[config.mk]
export PLATFORM = sky130hd
export DESIGN_NAME = gregorian_date_arithmetic_top
export DESIGN_NICKNAME = d
export VERILOG_FILES = /design/src/sv/gda_pkg.sv /design/src/sv/gda_validate.sv /design/src/sv/gda_ops.sv /design/src/sv/gda_decode.sv /design/src/sv/gregorian_date_arithmetic_top.sv
export SDC_FILE = /design/constraint.sdc
export NUM_CORES = 1
export LEC_CHECK = 0
export ABC_CLOCK_PERIOD_IN_PS = 22100
export BUFFER_PORTS_ARGS = -buffer_cell sky130_fd_sc_hd__buf_4
export CORE_UTILIZATION = 35
export DETAILED_ROUTE_END_ITERATION = 10
export PLACE_DENSITY = 0.5
export SYNTH_ARGS = -nofsm -noshare
export SYNTH_HDL_FRONTEND = slang
export SYNTH_SLANG_ARGS = --single-unit
[constraint.sdc]
create_clock -name i_clk -period 22.1 [get_ports i_clk]
set_input_delay 2.21 -clock i_clk [delete_from_list [all_inputs] [get_ports i_clk]]
set_output_delay 2.21 -clock i_clk [all_outputs]
set_load 0.1 [all_outputs]
[src/sv/gda_pkg.sv]
// Shared constants, tables and types for the Gregorian date arithmetic unit.
package gda_pkg;

    localparam int MIN_YEAR  = 1900;
    localparam int MAX_YEAR  = 2030;
    localparam int NUM_YEARS = MAX_YEAR - MIN_YEAR + 1;
    localparam int YI_W      = $clog2(NUM_YEARS);

    // Relative day numbers count from MIN_YEAR-01-01; absolute ones from FIRST_YEAR-01-01.
    localparam int REL_W      = 16;
    localparam int SER_W      = 18;
    localparam int FIRST_YEAR = 1601;

    localparam logic [1:0] CMD_ADD  = 2'd0;
    localparam logic [1:0] CMD_SUB  = 2'd1;
    localparam logic [1:0] CMD_DIST = 2'd2;
    localparam logic [1:0] CMD_LESS = 2'd3;

    localparam logic [3:0] MONTH_JAN = 4'd1;
    localparam logic [3:0] MONTH_FEB = 4'd2;
    localparam logic [3:0] MONTH_DEC = 4'd12;

    localparam int DAYS_400 = 146097;
    localparam int DAYS_100 = 36524;
    localparam int DAYS_4   = 1461;
    localparam int DAYS_1   = 365;
    localparam int N4_LAST  = DAYS_100 / DAYS_4;
    localparam int RECIP_SH = 26;
    localparam int RECIP_4  = (1 << RECIP_SH) / DAYS_4;

    localparam logic [4:0] MDAYS [13] = '{5'd0, 5'd31, 5'd28, 5'd31, 5'd30, 5'd31, 5'd30,
                                          5'd31, 5'd31, 5'd30, 5'd31, 5'd30, 5'd31};
    localparam logic [8:0] CUM_DAYS [13] = '{9'd0, 9'd0, 9'd31, 9'd59, 9'd90, 9'd120,
                                             9'd151, 9'd181, 9'd212, 9'd243, 9'd273,
                                             9'd304, 9'd334};

    function automatic logic [NUM_YEARS-1:0] build_leap();
        logic [NUM_YEARS-1:0] v;
        int c4;
        int c100;
        int c400;
        c4   = MIN_YEAR % 4;
        c100 = MIN_YEAR % 100;
        c400 = MIN_YEAR % 400;
        for (int j = 0; j < NUM_YEARS; j++) begin
            v[j] = (c400 == 0) || ((c100 != 0) && (c4 == 0));
            c4   = (c4 == 3) ? 0 : c4 + 1;
            c100 = (c100 == 99) ? 0 : c100 + 1;
            c400 = (c400 == 399) ? 0 : c400 + 1;
        end
        return v;
    endfunction

    localparam logic [NUM_YEARS-1:0] LEAP_TAB = build_leap();

    function automatic logic [NUM_YEARS-1:0][REL_W-1:0] build_ystart();
        logic [NUM_YEARS-1:0][REL_W-1:0] v;
        int acc;
        acc = 0;
        for (int j = 0; j < NUM_YEARS; j++) begin
            v[j] = acc[REL_W-1:0];
            acc  = acc + DAYS_1 + (LEAP_TAB[j] ? 1 : 0);
        end
        return v;
    endfunction

    localparam logic [NUM_YEARS-1:0][REL_W-1:0] YSTART = build_ystart();

    // Days from FIRST_YEAR-01-01 to MIN_YEAR-01-01.
    function automatic int base_days();
        int acc;
        int c4;
        int c100;
        int c400;
        acc  = 0;
        c4   = FIRST_YEAR % 4;
        c100 = FIRST_YEAR % 100;
        c400 = FIRST_YEAR % 400;
        for (int y = FIRST_YEAR; y < MIN_YEAR; y++) begin
            acc  = acc + DAYS_1 + (((c400 == 0) || ((c100 != 0) && (c4 == 0))) ? 1 : 0);
            c4   = (c4 == 3) ? 0 : c4 + 1;
            c100 = (c100 == 99) ? 0 : c100 + 1;
            c400 = (c400 == 399) ? 0 : c400 + 1;
        end
        return acc;
    endfunction

    localparam logic [SER_W-1:0] BASE_SERIAL = SER_W'(base_days());

    typedef struct packed {
        logic [YI_W-1:0] idx;
        logic [3:0]      month;
        logic [4:0]      day;
    } t_date;

    typedef struct packed {
        logic [1:0]  cmd;
        logic [15:0] span;
        logic        less;
    } t_side;

endpackage

[src/sv/gda_validate.sv]
// Date validation and relative day number stages.
module gda_validate import gda_pkg::*; (
    input  logic             i_clk,
    input  logic             i_rst_n,
    input  logic             i_valid,
    output logic             o_ready,
    input  logic [1:0]       i_cmd,
    input  logic [11:0]      i_a_year,
    input  logic [3:0]       i_a_month,
    input  logic [4:0]       i_a_day,
    input  logic [15:0]      i_day_offset,
    input  logic [11:0]      i_b_year,
    input  logic [3:0]       i_b_month,
    input  logic [4:0]       i_b_day,
    output logic             o_valid,
    input  logic             i_ready,
    output logic [1:0]       o_cmd,
    output logic [15:0]      o_day_offset,
    output logic [REL_W-1:0] o_serial_a,
    output logic [REL_W-1:0] o_serial_b
);

    function automatic t_date check_date(input logic [11:0] y, input logic [3:0] m,
                                         input logic [4:0] d);
        t_date           r;
        logic            in_rng;
        logic            m_ok;
        logic            lp;
        logic [11:0]     dy;
        logic [YI_W-1:0] idx;
        logic [3:0]      mc;
        logic [4:0]      mlen;
        in_rng = (y >= 12'(MIN_YEAR)) && (y <= 12'(MAX_YEAR));
        dy     = y - 12'(MIN_YEAR);
        idx    = in_rng ? dy[YI_W-1:0] : '0;
        m_ok   = (m >= MONTH_JAN) && (m <= MONTH_DEC);
        mc     = m_ok ? m : 4'd0;
        lp     = LEAP_TAB[idx];
        mlen   = MDAYS[mc] + {4'd0, (mc == MONTH_FEB) && lp};
        if (in_rng && m_ok && (d != 5'd0) && (d <= mlen)) begin
            r.idx   = idx;
            r.month = m;
            r.day   = d;
        end else begin
            r.idx   = '0;
            r.month = MONTH_JAN;
            r.day   = 5'd1;
        end
        return r;
    endfunction

    function automatic logic [REL_W-1:0] serial_of(input t_date dt);
        return YSTART[dt.idx] + REL_W'(CUM_DAYS[dt.month])
             + REL_W'((dt.month > MONTH_FEB) && LEAP_TAB[dt.idx])
             + REL_W'(dt.day) - REL_W'(1);
    endfunction

    logic        r1_v;
    logic [1:0]  r1_cmd;
    logic [15:0] r1_off;
    t_date       r1_a;
    t_date       r1_b;
    logic        r2_v;
    logic        rdy1;
    logic        rdy2;

    assign rdy2    = !r2_v || i_ready;
    assign rdy1    = !r1_v || rdy2;
    assign o_ready = rdy1;
    assign o_valid = r2_v;

    always_ff @(posedge i_clk) begin
        if (!i_rst_n) begin
            r1_v <= 1'b0;
        end else if (rdy1) begin
            r1_v <= i_valid;
        end
        if (rdy1) begin
            r1_cmd <= i_cmd;
            r1_off <= i_day_offset;
            r1_a   <= check_date(i_a_year, i_a_month, i_a_day);
            r1_b   <= check_date(i_b_year, i_b_month, i_b_day);
        end
    end

    always_ff @(posedge i_clk) begin
        if (!i_rst_n) begin
            r2_v <= 1'b0;
        end else if (rdy2) begin
            r2_v <= r1_v;
        end
        if (rdy2) begin
            o_cmd        <= r1_cmd;
            o_day_offset <= r1_off;
            o_serial_a   <= serial_of(r1_a);
            o_serial_b   <= serial_of(r1_b);
        end
    end

endmodule

[src/sv/gda_ops.sv]
// Command stage: shifted target day number, distance and order of the two dates.
module gda_ops import gda_pkg::*; (
    input  logic             i_clk,
    input  logic             i_rst_n,
    input  logic             i_valid,
    output logic             o_ready,
    input  logic [1:0]       i_cmd,
    input  logic [15:0]      i_day_offset,
    input  logic [REL_W-1:0] i_serial_a,
    input  logic [REL_W-1:0] i_serial_b,
    output logic             o_valid,
    input  logic             i_ready,
    output logic [SER_W-1:0] o_serial,
    output t_side            o_side
);

    logic             r_v;
    logic [SER_W-1:0] n_serial;
    t_side            n_side;

    assign o_ready = !r_v || i_ready;
    assign o_valid = r_v;

    always_comb begin
        if (i_cmd == CMD_SUB) begin
            n_serial = BASE_SERIAL + SER_W'(i_serial_a) - SER_W'(i_day_offset);
        end else begin
            n_serial = BASE_SERIAL + SER_W'(i_serial_a) + SER_W'(i_day_offset);
        end
        n_side.cmd  = i_cmd;
        n_side.span = (i_serial_a > i_serial_b) ? 16'(i_serial_a - i_serial_b)
                                                : 16'(i_serial_b - i_serial_a);
        n_side.less = (i_serial_a < i_serial_b);
    end

    always_ff @(posedge i_clk) begin
        if (!i_rst_n) begin
            r_v <= 1'b0;
        end else if (o_ready) begin
            r_v <= i_valid;
        end
        if (o_ready) begin
            o_serial <= n_serial;
            o_side   <= n_side;
        end
    end

endmodule

[src/sv/gda_decode.sv]
// Day number to calendar date: 400/100-year split, 4-year quotient, year and month stages.
module gda_decode import gda_pkg::*; (
    input  logic             i_clk,
    input  logic             i_rst_n,
    input  logic             i_valid,
    output logic             o_ready,
    input  logic [SER_W-1:0] i_serial,
    input  t_side            i_side,
    output logic             o_valid,
    input  logic             i_ready,
    output logic [11:0]      o_res_year,
    output logic [3:0]       o_res_month,
    output logic [4:0]       o_res_day,
    output logic [15:0]      o_day_distance,
    output logic             o_a_before_b
);

    localparam int NST = 5;

    logic [NST-1:0] r_v;
    logic [NST:0]   rdy;

    always_comb begin
        rdy[NST] = i_ready;
        for (int k = NST - 1; k >= 0; k--) begin
            rdy[k] = !r_v[k] || rdy[k+1];
        end
    end

    assign o_ready = rdy[0];
    assign o_valid = r_v[NST-1];

    always_ff @(posedge i_clk) begin
        if (!i_rst_n) begin
            r_v <= '0;
        end else begin
            if (rdy[0]) begin
                r_v[0] <= i_valid;
            end
            for (int k = 1; k < NST; k++) begin
                if (rdy[k]) begin
                    r_v[k] <= r_v[k-1];
                end
            end
        end
    end

    // Stage A: split off 400- and 100-year blocks.
    logic        r_a_n400;
    logic [1:0]  r_a_n100;
    logic [15:0] r_a_rem;
    t_side       r_a_side;
    logic        n_a_hi;
    logic [SER_W-1:0] n_a_r0;
    logic [1:0]  n_a_n100;
    logic [SER_W-1:0] n_a_r1;

    always_comb begin
        n_a_hi   = (i_serial >= SER_W'(DAYS_400));
        n_a_r0   = n_a_hi ? (i_serial - SER_W'(DAYS_400)) : i_serial;
        n_a_n100 = 2'((n_a_r0 >= SER_W'(DAYS_100)) ? 1 : 0)
                 + 2'((n_a_r0 >= SER_W'(2 * DAYS_100)) ? 1 : 0)
                 + 2'((n_a_r0 >= SER_W'(3 * DAYS_100)) ? 1 : 0);
        case (n_a_n100)
            2'd1:    n_a_r1 = n_a_r0 - SER_W'(DAYS_100);
            2'd2:    n_a_r1 = n_a_r0 - SER_W'(2 * DAYS_100);
            2'd3:    n_a_r1 = n_a_r0 - SER_W'(3 * DAYS_100);
            default: n_a_r1 = n_a_r0;
        endcase
    end

    always_ff @(posedge i_clk) begin
        if (rdy[0]) begin
            r_a_n400 <= n_a_hi;
            r_a_n100 <= n_a_n100;
            r_a_rem  <= n_a_r1[15:0];
            r_a_side <= i_side;
        end
    end

    // Stage B: reciprocal product for the 4-year quotient.
    logic        r_b_n400;
    logic [1:0]  r_b_n100;
    logic [15:0] r_b_rem;
    logic [31:0] r_b_prod;
    t_side       r_b_side;

    always_ff @(posedge i_clk) begin
        if (rdy[1]) begin
            r_b_n400 <= r_a_n400;
            r_b_n100 <= r_a_n100;
            r_b_rem  <= r_a_rem;
            r_b_prod <= 32'(r_a_rem) * 32'(RECIP_4);
            r_b_side <= r_a_side;
        end
    end

    // Stage C: quotient estimate and its multiple.
    logic        r_c_n400;
    logic [1:0]  r_c_n100;
    logic [15:0] r_c_rem;
    logic [4:0]  r_c_q;
    logic [15:0] r_c_qm;
    t_side       r_c_side;
    logic [4:0]  n_c_q;

    assign n_c_q = r_b_prod[RECIP_SH +: 5];

    always_ff @(posedge i_clk) begin
        if (rdy[2]) begin
            r_c_n400 <= r_b_n400;
            r_c_n100 <= r_b_n100;
            r_c_rem  <= r_b_rem;
            r_c_q    <= n_c_q;
            r_c_qm   <= 16'(n_c_q) * 16'(DAYS_4);
            r_c_side <= r_b_side;
        end
    end

    // Stage D: correct the quotient, split years, form the year and its leap flag.
    logic [11:0] r_d_year;
    logic        r_d_leap;
    logic [8:0]  r_d_doy;
    t_side       r_d_side;
    logic [15:0] n_d_r;
    logic [4:0]  n_d_n4;
    logic [10:0] n_d_r4;
    logic [1:0]  n_d_n1;
    logic [10:0] n_d_doy;
    logic [11:0] n_d_year;

    always_comb begin
        n_d_r = r_c_rem - r_c_qm;
        if (n_d_r >= 16'(DAYS_4)) begin
            n_d_n4 = r_c_q + 5'd1;
            n_d_r  = n_d_r - 16'(DAYS_4);
        end else begin
            n_d_n4 = r_c_q;
        end
        n_d_r4 = n_d_r[10:0];
        n_d_n1 = 2'((n_d_r4 >= 11'(DAYS_1)) ? 1 : 0)
               + 2'((n_d_r4 >= 11'(2 * DAYS_1)) ? 1 : 0)
               + 2'((n_d_r4 >= 11'(3 * DAYS_1)) ? 1 : 0);
        case (n_d_n1)
            2'd1:    n_d_doy = n_d_r4 - 11'(DAYS_1);
            2'd2:    n_d_doy = n_d_r4 - 11'(2 * DAYS_1);
            2'd3:    n_d_doy = n_d_r4 - 11'(3 * DAYS_1);
            default: n_d_doy = n_d_r4;
        endcase
        n_d_year = 12'(FIRST_YEAR) + (r_c_n400 ? 12'd400 : 12'd0)
                 + 12'(r_c_n100) * 12'd100 + {5'd0, n_d_n4, 2'b00} + 12'(n_d_n1);
    end

    always_ff @(posedge i_clk) begin
        if (rdy[3]) begin
            r_d_year <= n_d_year;
            // last year of a 4-year block is leap, except the century year not divisible by 400
            r_d_leap <= (n_d_n1 == 2'd3) && ((n_d_n4 != 5'(N4_LAST)) || (r_c_n100 == 2'd3));
            r_d_doy  <= n_d_doy[8:0];
            r_d_side <= r_c_side;
        end
    end

    // Stage E: month search and output register.
    logic [3:0] n_e_month;
    logic [8:0] n_e_before;
    logic [8:0] n_e_day;

    always_comb begin
        n_e_month = MONTH_JAN;
        for (int k = 2; k <= 12; k++) begin
            if (r_d_doy >= CUM_DAYS[k] + 9'((k > 2) && r_d_leap)) begin
                n_e_month = 4'(k);
            end
        end
        n_e_before = CUM_DAYS[n_e_month] + 9'((n_e_month > MONTH_FEB) && r_d_leap);
        n_e_day    = r_d_doy - n_e_before + 9'd1;
    end

    always_ff @(posedge i_clk) begin
        if (rdy[4]) begin
            if ((r_d_side.cmd == CMD_ADD) || (r_d_side.cmd == CMD_SUB)) begin
                o_res_year  <= r_d_year;
                o_res_month <= n_e_month;
                o_res_day   <= n_e_day[4:0];
            end else begin
                o_res_year  <= '0;
                o_res_month <= '0;
                o_res_day   <= '0;
            end
            o_day_distance <= (r_d_side.cmd == CMD_DIST) ? r_d_side.span : 16'd0;
            o_a_before_b   <= (r_d_side.cmd == CMD_LESS) && r_d_side.less;
        end
    end

`ifndef ASSERT_OFF
    a_month_range: assert property (@(posedge i_clk) disable iff (!i_rst_n)
        o_valid && (o_res_month != 4'd0) |-> (o_res_month <= MONTH_DEC) && (o_res_day != 5'd0))
        else $error("decoded month or day out of range");
    a_hold_stall: assert property (@(posedge i_clk) disable iff (!i_rst_n)
        o_valid && !i_ready |=> o_valid && $stable(o_res_year) && $stable(o_day_distance))
        else $error("result changed while stalled");
    a_one_kind: assert property (@(posedge i_clk) disable iff (!i_rst_n)
        o_valid |-> !((o_day_distance != 16'd0) && (o_res_month != 4'd0)) && !(o_a_before_b
        && ((o_day_distance != 16'd0) || (o_res_month != 4'd0))))
        else $error("more than one result kind set");
`endif

endmodule

[src/sv/gregorian_date_arithmetic_top.sv]
// Top level of the Gregorian date arithmetic unit.
// Usage: present a command with date A, a day count and date B on the input
// channel (i_valid / o_ready); the item is taken when both are high. Each item
// gives exactly one result on the output channel (o_valid / i_ready).
// Invalid dates (year outside 1900..2030, bad month or day) count as 1900-01-01.
// Add and subtract return a date in o_res_*; distance returns o_day_distance;
// compare returns o_a_before_b; unused result fields read zero.
// Eight register stages: two validation/day number stages, one command stage
// and five calendar decode stages. One item enters per cycle while o_ready is
// high; the decode path needs two registered multiplies (reciprocal quotient
// by 1461 and its back product), which sets the depth.
// Reset clears all stage valid bits; no item is in flight afterwards.
// When the receiver holds i_ready low, the result holds and each stage holds
// its item once the stage after it is full; o_ready falls only when every
// stage is full, so no item is lost or repeated.
module gregorian_date_arithmetic_top import gda_pkg::*; (
    input  logic        i_clk,
    input  logic        i_rst_n,
    input  logic        i_valid,
    output logic        o_ready,
    input  logic [1:0]  i_cmd,
    input  logic [11:0] i_a_year,
    input  logic [3:0]  i_a_month,
    input  logic [4:0]  i_a_day,
    input  logic [15:0] i_day_offset,
    input  logic [11:0] i_b_year,
    input  logic [3:0]  i_b_month,
    input  logic [4:0]  i_b_day,
    output logic        o_valid,
    input  logic        i_ready,
    output logic [11:0] o_res_year,
    output logic [3:0]  o_res_month,
    output logic [4:0]  o_res_day,
    output logic [15:0] o_day_distance,
    output logic        o_a_before_b
);

    logic             v_valid;
    logic             v_ready;
    logic [1:0]       v_cmd;
    logic [15:0]      v_off;
    logic [REL_W-1:0] v_sa;
    logic [REL_W-1:0] v_sb;
    logic             p_valid;
    logic             p_ready;
    logic [SER_W-1:0] p_serial;
    t_side            p_side;

    gda_validate u_validate (
        .i_clk        (i_clk),
        .i_rst_n      (i_rst_n),
        .i_valid      (i_valid),
        .o_ready      (o_ready),
        .i_cmd        (i_cmd),
        .i_a_year     (i_a_year),
        .i_a_month    (i_a_month),
        .i_a_day      (i_a_day),
        .i_day_offset (i_day_offset),
        .i_b_year     (i_b_year),
        .i_b_month    (i_b_month),
        .i_b_day      (i_b_day),
        .o_valid      (v_valid),
        .i_ready      (v_ready),
        .o_cmd        (v_cmd),
        .o_day_offset (v_off),
        .o_serial_a   (v_sa),
        .o_serial_b   (v_sb)
    );

    gda_ops u_ops (
        .i_clk        (i_clk),
        .i_rst_n      (i_rst_n),
        .i_valid      (v_valid),
        .o_ready      (v_ready),
        .i_cmd        (v_cmd),
        .i_day_offset (v_off),
        .i_serial_a   (v_sa),
        .i_serial_b   (v_sb),
        .o_valid      (p_valid),
        .i_ready      (p_ready),
        .o_serial     (p_serial),
        .o_side       (p_side)
    );

    gda_decode u_decode (
        .i_clk          (i_clk),
        .i_rst_n        (i_rst_n),
        .i_valid        (p_valid),
        .o_ready        (p_ready),
        .i_serial       (p_serial),
        .i_side         (p_side),
        .o_valid        (o_valid),
        .i_ready        (i_ready),
        .o_res_year     (o_res_year),
        .o_res_month    (o_res_month),
        .o_res_day      (o_res_day),
        .o_day_distance (o_day_distance),
        .o_a_before_b   (o_a_before_b)
    );

endmodule
======== After elaboration in Yosys (flattened, before gate mapping) ========
Memory sizes are Yosys's and may differ from the RTL's. A register that Yosys moved wholly into a read port is not among the register bits.
Index checks and enable logic that the tools add are counted.
storage, ports and cells
  flip-flop bits (word level) ............. 392
  bits in read-only memories .............. 9,808
  bits of input ports ..................... 64
  output and inout bits ................... 40
  logic and storage cells ................. 271
  memories kept ........................... 11
memories
  memory            depth  bits a word  rd ports  clocked after Yosys merged registers in  write ports  line                text
  (name not given)  256    16           1         1                                        0            gda_validate.sv:53  return YSTART[dt.idx] + REL_W'(CUM_DAYS[dt.month])
  (name not given)  256    16           1         1                                        0            gda_validate.sv:53
  (name not given)  256    1            1         0                                        0            gda_validate.sv:38  lp = LEAP_TAB[idx];
  (name not given)  256    1            1         0                                        0            gda_validate.sv:38
  (name not given)  256    1            1         1                                        0            gda_validate.sv:54  + REL_W'((dt.month > MONTH_FEB) && LEAP_TAB[dt.idx])
  (name not given)  256    1            1         1                                        0            gda_validate.sv:54
  +5 memories       -      -            -         -                                        -            -
operators by class
  add/sub/neg operators ................... 48
  multipliers ............................. 3
  order comparisons ....................... 43
  equal/unequal tests ..................... 14
  multiplexer cells ....................... 53
  bitwise logic cells ..................... 5
  reductions and logical operators ........ 38
operator list
  cell                                                                                    count
  8-bit 2-to-1 mux                                                                        10
  9-bit greater-or-equal comparator                                                       7
  16-bit 2-to-1 mux                                                                       3
  16-bit one-hot mux with 3 select lines                                                  1
  16-bit subtractor                                                                       3
  9-bit 2-to-1 mux                                                                        5
  8-bit by 1-bit adder with 9-bit output (first input constant)                           4
  18-bit by 17-bit greater-or-equal comparator with 1-bit output (second input constant)  2
  8-bit by 9-bit < comparator with 1-bit output (second input constant)                   4
  18-bit 2-to-1 mux                                                                       2
  5-bit 2-to-1 mux                                                                        7
  16-bit by 1-bit adder with 16-bit output                                                2
  16-bit by 5-bit adder with 16-bit output                                                2
  16-bit by 9-bit adder with 16-bit output                                                2
  16-bit by 1-bit subtractor with 16-bit output (second input constant)                   2
  16-bit subtractor (second input constant)                                               2
  16-bit by 16-bit multiplier with 31-bit output (second input constant)                  1
  4-bit 2-to-1 mux                                                                        7
  9-bit by 1-bit adder with 9-bit output (first input constant)                           3
  9-bit one-hot mux with 3 select lines                                                   1
  5-bit greater-or-equal comparator (second input constant)                               5
  4-bit NOT with 5-bit output                                                             5
  12-bit by 11-bit greater-or-equal comparator with 1-bit output (second input constant)  2
  12-bit by 11-bit <= comparator with 1-bit output (second input constant)                2
  other kinds (50)                                                                        120

======== Logic depth before layout (Yosys ltp) ========
Gate-level depths: netlist of the first run.
  word-level depth ........................ 19
  mapped depth ............................ 31

======== Cells and area by module ========
A second synthesis of the first run with hierarchy kept.
unflattened totals
  cells, all modules ...................... 3,445
  area total of the unflattened synthesis .. 33,767.4 um^2
by module, submodules not included
  module        instances  cells each  area an instance (um^2)  seq. area each (um^2)
  gda_decode    1          1,475       16,988.8                 6,616.3
  gda_validate  1          1,530       12,842.3                 3,783.6
  gda_ops       1          440         3,936.3                  1,131.1

======== Least setup slack after synthesis of the first run ========
No wires, ideal clock.
  path type ............................... input port to flip-flop
  start ................................... input i_ready
  end ..................................... register with a tool-made name
  setup time .............................. 63 ps
  arrival ................................. 9,289 ps
  required time ........................... 22,037 ps
  setup slack ............................. 12,748 ps
  stages on the path ...................... 18
  path through ............................ nand2b_1 nor2_1 inv_1 nor2_1 and4_1 buf_2 clkinv_1 a31o_2 inv_1 ha_1 clkbuf_1 buf_1 nand2_1 nor3b_1 or4_1 a21oi_1 o221ai_1 nand3b_1
RTL lines
  what         line                                 text
  from (decl)  gregorian_date_arithmetic_top.sv:30  input logic i_ready,

======== Final worst setup path of the first run ========
  start ................................... input i_ready
  end ..................................... output o_ready
on the way
  cells in the longest elaborated chain, start to end .. 8
ends and longest elaborated chain
  what                            line                                 text
  1-bit logical OR                gda_decode.sv:26                     rdy[k] = !r_v[k] || rdy[k+1];
  via u_decode.rdy[4]             gda_decode.sv:21                     logic [NST:0] rdy;
  1-bit logical OR                gda_decode.sv:26
  via u_decode.rdy[3]             gda_decode.sv:21
  1-bit logical OR (3 in series)  gda_decode.sv:26
  1-bit logical OR                gda_ops.sv:21                        assign o_ready = !r_v || i_ready;
  1-bit logical OR                gda_validate.sv:67                   assign rdy2 = !r2_v || i_ready;
  1-bit logical OR                gda_validate.sv:68                   assign rdy1 = !r1_v || rdy2;
  to (decl)                       gregorian_date_arithmetic_top.sv:20  output logic o_ready,
The timed path passes the listed nets, and every way through them passes these cells.

==> results.json, run 1 <==
{
  "grt_setup_unrepaired": "no",
  "wire_per_inst_um": 17.8,
  "status": "completed",
  "worstSetupStartpoint": "i_ready",
  "ant_nets": 0,
  "start_kind": "primary input",
  "cts_tree": "built",
  "synth-seq-area-share_pct": 34.7,
  "row_count": 112,
  "synth_top_family_by_area": "adder cells",
  "antenna_found_initial": 1,
  "root_buffer": "clkbuf_16",
  "synth-seq-cells": 398,
  "synth_xor_area_share_pct": 4.84,
  "final_area_mm2": 0.0369,
  "post_cts_buffers": 0,
  "num_vias": 25000,
  "cp.arrival_ns": 6.47,
  "cap_violations": 0,
  "avgSynthCellArea_um2": 9.67,
  "clk_pin_slew_worst_paths_ns": 0.06,
  "drc": 0,
  "htreeDepth": 2,
  "area_delta_synth_final_pct": 11.1,
  "synthAdderAreaFrac_pct": 22.8,
  "cts-resized-gates": 0,
  "worstMarginPinSlew_ns": 1.09,
  "layout-drive-gt1-share_pct": 7.87,
  "synth-simple-area-share_pct": 12.4,
  "synthCells": 3434,
  "async_flop_share_pct": 0,
  "fp.dieH_um": 310,
  "synth-edff-count": 356,
  "final_hold_viol_count": 0,
  "setup_viol": 0,
  "relSlewSlack_pct": 27.4,
  "die_area_mm2": 0.0961,
  "crit_required_ns": 19.89,
  "grt-ovfl-total": 0,
  "clockBufferDepth": 3,
  "grt_pass1_vias": 24200,
  "cts_hold_repair.buffers": 0,
  "grt_pass1_wl_um": 136000,
  "grt_use_total_pct": 17.6,
  "synth_compound_gate_area_share_pct": 17.5,
  "worstHoldPathType": "reg2reg",
  "port_buffers": 103,
  "syn-cell-area_mm2": 0.0332,
  "finalClockSkew_ns": 0.0237,
  "yosysWarnings": 0,
  "nNetsFinal": 4062,
  "core_area_mm2": 0.0936,
  "drtIter0Drc": 1991,
  "period_needed_ns": 8.68,
  "die_w_um": 310,
  "routabilityCongestion": 0.875,
  "fin_crit_sh_pct": 39.3,
  "r2r_start": "u_decode.r_c_qm[0]$_DFFE_PP_",
  "dp_slack_ns": 13.03,
  "start_util_pct": 35.5,
  "ys.flop_type": "edfxtp_1",
  "ys_types": 99,
  "dr.pass1.iters": 6,
  "tns_ns": 0,
  "hold_start": "u_decode.r_c_side[4]$_DFFE_PP_",
  "end_kind": "output pin",
  "place_hpwl_um": 63600,
  "num_io_pins": 104,
  "muxShareOfSynthArea_pct": 1.38,
  "synth_nets": 4026,
  "fin_ws_ns": 13.42,
  "critPathKind": "in2out",
  "postRouteWirelength_um": 84700,
  "place_area_mm2": 0.0353,
  "antenna_cells": 0,
  "cts_sinks": 398,
  "grt_max_degree": 60,
  "fmax_mhz": 115,
  "clk_latency_ns": 0.60,
  "numCtsBuffers": 46,
  "worst-path-max-fanout": 42,
  "via_per_inst": 5.25,
  "drv_slew": 0
}
[metal layers]
metal | global-route usage (%) | routed length, um | vias to the layer above
met5 | 0 | 13 | -
met4 | 4.79 | 1890 | 2
met3 | 2.30 | 4240 | 129
met2 | 28.5 | 38500 | 668
met1 | 24.7 | 40000 | 11800
li1 | - | - | 12400
[kinds of logic (layout without fill, tap and decap cells)]
family          count (synthesis)  in the layout
fa+ha+maj                     528            528
mux                            44             44
xor+xnor                      181            181
simple gates                  862            862
buf+inv                       552            625
flops                         398            398
compound gates                869            869
[sequential cells by signal (all words and copies together) (netlist names), 17 cells and up, named ones only]
name               cells
u_validate.r1_b       17
u_decode.r_c_side     19
u_validate.r1_a       17
u_decode.r_a_side     19
u_decode.r_d_side     19
u_ops.o_side          19
u_ops.o_serial        18
u_decode.r_b_side     19
[cell usage after synthesis (25+ instances only)]
cell	count	share of area, %
a211oi_1	40	0.90
nand2b_1	30	0.57
fa_1	128	7.7
o21a_1	30	0.68
edfxtp_1	356	32
xnor2_1	122	3.2
nand3_1	63	0.95
a21oi_1	210	3.2
dfxtp_1	42	2.5
nor2b_1	42	0.79
inv_1	400	4.5
o211ai_1	43	0.97
xor2_1	56	1.5
nand2_1	228	2.6
nor3_1	69	1.0
and2_1	47	0.89
mux2i_1	30	0.90
nor2_1	254	2.9
a31oi_1	36	0.68
o21ai_0	177	2.7
and3_1	25	0.47
a21o_1	61	1.4
ha_1	400	15
clkbuf_1	113	1.3
[metrics by stage]
stage	utilization [%]	cells	hold slack, ns
after floorplan	-	3434	0.400
after global placement	37.7	4676	0.401
after detailed placement	37.7	4676	0.405
after CTS	39.4	4761	0.404
after global routing	39.4	4761	0.410
final	39.4	4761	0.409
[worst max-delay path, cell delays in order]
cell and delay [ns]:
buf_4 0.10, nand2b_2 0.63, nor2_1 0.53, inv_1 0.07, buf_4 0.29, nor2_1 0.43, and4_2 0.91, inv_2 0.49
buf_4 0.42, buf_4 0.30
[cells in the final DEF, fill, tap and decap left out, types with 29 or more instances in the layout]
| master | instances |
|---|---|
| inv_1 | 400 |
| ha_1 | 400 |
| edfxtp_1 | 356 |
| nor2_1 | 254 |
| nand2_1 | 227 |
| a21oi_1 | 210 |
| o21ai_0 | 176 |
| buf_4 | 137 |
| fa_1 | 128 |
| xnor2_1 | 122 |
| nor3_1 | 69 |
| nand3_1 | 61 |
| a21o_1 | 61 |
| xor2_1 | 56 |
| and2_1 | 47 |
| clkbuf_16 | 46 |
| o211ai_1 | 43 |
| nor2b_1 | 42 |
| dfxtp_1 | 42 |
| a211oi_1 | 40 |
| a31oi_1 | 36 |
| o21a_1 | 30 |
| mux2i_1 | 30 |
| nand2b_1 | 29 |
[worst paths after layout]
check             slack, ns  cells past startpoint                              to
setup / recovery      13.42                     10                         o_ready
hold / removal         0.41                      0  u_decode.r_d_side[4]$_DFFE_PP_
setup reg to reg      13.67                     27   u_decode.r_d_doy[7]$_DFFE_PP_
hold reg to reg        0.41                      0  u_decode.r_d_side[4]$_DFFE_PP_
[area by class of cell]
| type | instances | area [um^2] |
|---|---|---|
| clock buffers | 55 | 1190 |
| clock inverters | 30 | 403 |
| fillers | 9458 | 56700 |
| inverters | 403 | 1510 |
| multi-input cells | 2484 | 19700 |
| flip-flops and latches | 398 | 11500 |
| well taps | 1254 | 1570 |
| repair buffers | 137 | 1030 |
Power of run 1 is not shown: default switching activity piles up to over one toggle a cycle in this logic, so the estimate is an artifact.
==> run 2: changes to the inputs <==
--- a/config.mk
+++ b/config.mk
@@ -5,7 +5,8 @@
 export SDC_FILE = /design/constraint.sdc
 export NUM_CORES = 1
 export LEC_CHECK = 0
-export ABC_CLOCK_PERIOD_IN_PS = 22100
+export ABC_AREA = 1
+export ABC_CLOCK_PERIOD_IN_PS = 8400
 export BUFFER_PORTS_ARGS = -buffer_cell sky130_fd_sc_hd__buf_4
 export CORE_UTILIZATION = 35
 export DETAILED_ROUTE_END_ITERATION = 10
==> constraint.sdc (replaced) <==
create_clock -name i_clk -period 8.4 [get_ports i_clk]
set_input_delay 0.84 -clock i_clk [delete_from_list [all_inputs] [get_ports i_clk]]
set_output_delay 0.84 -clock i_clk [all_outputs]
set_load 0.1 [all_outputs]
==> run 2 against run 1 <==
Worst hold slack lost 0.0093 ns. Critical path depth grew 23. Cell count grew 12%. Critical path type is now reg2reg. Critical endpoint is now u_decode.r_a_rem[14]$_DFFE_PP_. Area after synthesis grew 0.62%. Global-route usage shrank 0.26 points. Synthesized cell count grew 15%. Core utilization grew 0.18 points. Cell area grew 0.75%. Die area grew 0.62%. Flip-flop and latch count is the same. Worst setup slack lost 11 ns. Register-to-register slack lost 11 ns.
==> results.json, run 2 <==
{
  "antenna_cells": 0,
  "num_io_pins": 104,
  "multi_input_area_mm2": 0.0187,
  "fp.dieH_um": 311,
  "drv_slew": 0,
  "row_count": 112,
  "synth_nets": 4534,
  "ant_nets": 0,
  "worstHoldPathType": "reg2reg",
  "worstMarginPinSlew_ns": 1.11,
  "ys.flop_type": "edfxtp_1",
  "end_kind": "flop",
  "fillers": 9687,
  "place_hpwl_um": 67700,
  "tns_ns": 0,
  "yosysWarnings": 0,
  "ys_types": 73,
  "fmax_mhz": 168,
  "grt_use_total_pct": 17.4,
  "final_cell_mix": "inv_1 (743), nand2_1 (722), ha_1 (400)",
  "period_needed_ns": 5.96,
  "utilization_pct": 39.6,
  "crit_required_ns": 8.73,
  "cts_sinks": 398,
  "wire_per_inst_um": 16.0,
  "seq_area_mm2": 0.0115,
  "antenna_found_initial": 1,
  "fin_cells": 5352,
  "synth-seq-cells": 398,
  "drtIter0Drc": 1652,
  "cp.arrival_ns": 6.29,
  "cap_violations": 0,
  "final_hold_viol_count": 0,
  "synth.most_common_cell": "inv_1",
  "syn-cell-area_mm2": 0.0334,
  "relSlewSlack_pct": 25.7,
  "area_delta_synth_final_pct": 11.2,
  "synth-seq-area-share_pct": 34.5,
  "die_area_mm2": 0.0967,
  "routabilityCongestion": 0.916,
  "synth_area_leaders": "edfxtp_1 (32%), ha_1 (15%), inv_1 (8.4%)",
  "synthCells": 3942,
  "yosysTopAreaCellShare_pct": 32.0,
  "numCtsBuffers": 48,
  "layout-drive-gt1-share_pct": 7.59,
  "clk_latency_ns": 0.62,
  "grt-ovfl-total": 0,
  "grt_pass1_vias": 25500,
  "dr.pass1.iters": 5,
  "grt_pass1_wl_um": 137000,
  "setup_viol": 0,
  "whs_ns": 0.399,
  "final_common_cell": "inv_1",
  "nNetsFinal": 4650,
  "num_vias": 26100,
  "synth-edff-count": 356,
  "crit_path_max_incr_delay_ns": 0.72,
  "core_area_mm2": 0.0939,
  "grt_setup_unrepaired": "no",
  "worst_path_max_delay_cell": "fa_1",
  "critPathKind": "reg2reg",
  "port_buffers": 103,
  "place_inst": 5262,
  "cts_tree": "built",
  "clk_pin_slew_worst_paths_ns": 0.06,
  "async_flop_share_pct": 0,
  "start_kind": "flop",
  "clockBufferDepth": 3,
  "drc": 0,
  "status": "completed",
  "root_buffer": "clkbuf_16",
  "grt_max_degree": 59,
  "yosysTopAreaCell": "edfxtp_1",
  "worst-path-max-fanout": 16,
  "postRouteWirelength_um": 85400,
  "post_cts_buffers": 0,
  "htreeDepth": 2,
  "via_per_inst": 4.88,
  "finalClockSkew_ns": 0.0476,
  "start_util_pct": 35.6,
  "avgSynthCellArea_um2": 8.48,
  "yosys-top-cells-count": "inv_1 (744), nand2_1 (723), ha_1 (400), edfxtp_1 (356), nor2_1 (310)",
  "cts-resized-gates": 0,
  "die_w_um": 311,
  "fin_crit_sh_pct": 71.0,
  "cts_hold_repair.buffers": 0,
  "cpMostUsedCell": "nand2_1"
}
-- run 2: cell count changes after synthesis, sizes merged, moves of 32 or more --
cell    change
a211oi     -32
a21o       -54
and2       -45
clkbuf     -95
inv       +365
nand2     +532
nand3     +157
nor2       +73
nor2b      -42
o21ai      +54
xnor2      -85
xor2       +59
-- run 2: final cells by class --
class                      instances  share of cell area (%)
clock buffer                      55                    3.30
clock inverter                    35                   0.956
inverter                         767                    7.75
multi-input combinational       2725                    50.4
sequential                       398                    31.0
tap                             1254                    4.22
timing repair buffer             118                    2.38
-- run 2: cell families after synthesis --
family,Yosys count,share of synthesized area (%)
compound gates,624,10.9
xor+xnor,155,4.19
fa+ha+maj,528,22.6
buf+inv,819,9.51
flops,398,34.5
mux,5,0.150
simple gates,1413,18.1
-- run 2: routing by layer --
metal,wire (um),part of all wire (%),GRT usage (%),up-vias
met3,3720,4.4,1.92,170
met1,39900,47,23.5,12000
met4,2680,3.1,5.99,0
li1,-,-,-,13200
met5,0,0,0,-
met2,39100,46,28.7,700
-- run 2: final timing paths --
path / start / to / slack (ns) / depth (start not counted)
setup / recovery: u_ops.o_serial[0]$_DFFE_PP_ / u_decode.r_a_rem[14]$_DFFE_PP_ / 2.44 / 33
hold / removal: u_ops.o_side[17]$_DFFE_PP_ / u_decode.r_a_side[17]$_DFFE_PP_ / 0.40 / 0
setup reg to reg: u_ops.o_serial[0]$_DFFE_PP_ / u_decode.r_a_rem[14]$_DFFE_PP_ / 2.44 / 33
hold reg to reg: u_ops.o_side[17]$_DFFE_PP_ / u_decode.r_a_side[17]$_DFFE_PP_ / 0.40 / 0
-- run 2: stage by stage --
stage / area (um^2) / setup WS (ns)
floorplan: 33400 / 2.94
global placement: 35600 / 2.01
detailed placement: 35600 / 1.95
CTS: 37200 / 2.45
global route: 37200 / 1.86
finish: 37200 / 2.44
-- run 2: worst max-delay path, delay by kind of cell (launching register included) --
| family | cells | cell delay, ns |
|---|---|---|
| xor gates and xnor gates | 1 | 0.37 |
| DFF | 1 | 0.36 |
| and+or+nand+nor | 23 | 2.73 |
| adders and majority gates | 3 | 1.43 |
| buffers and inverters | 4 | 0.50 |
| AOI/OAI and AO/OA | 2 | 0.29 |
Power of run 2 is left out for the same reason.
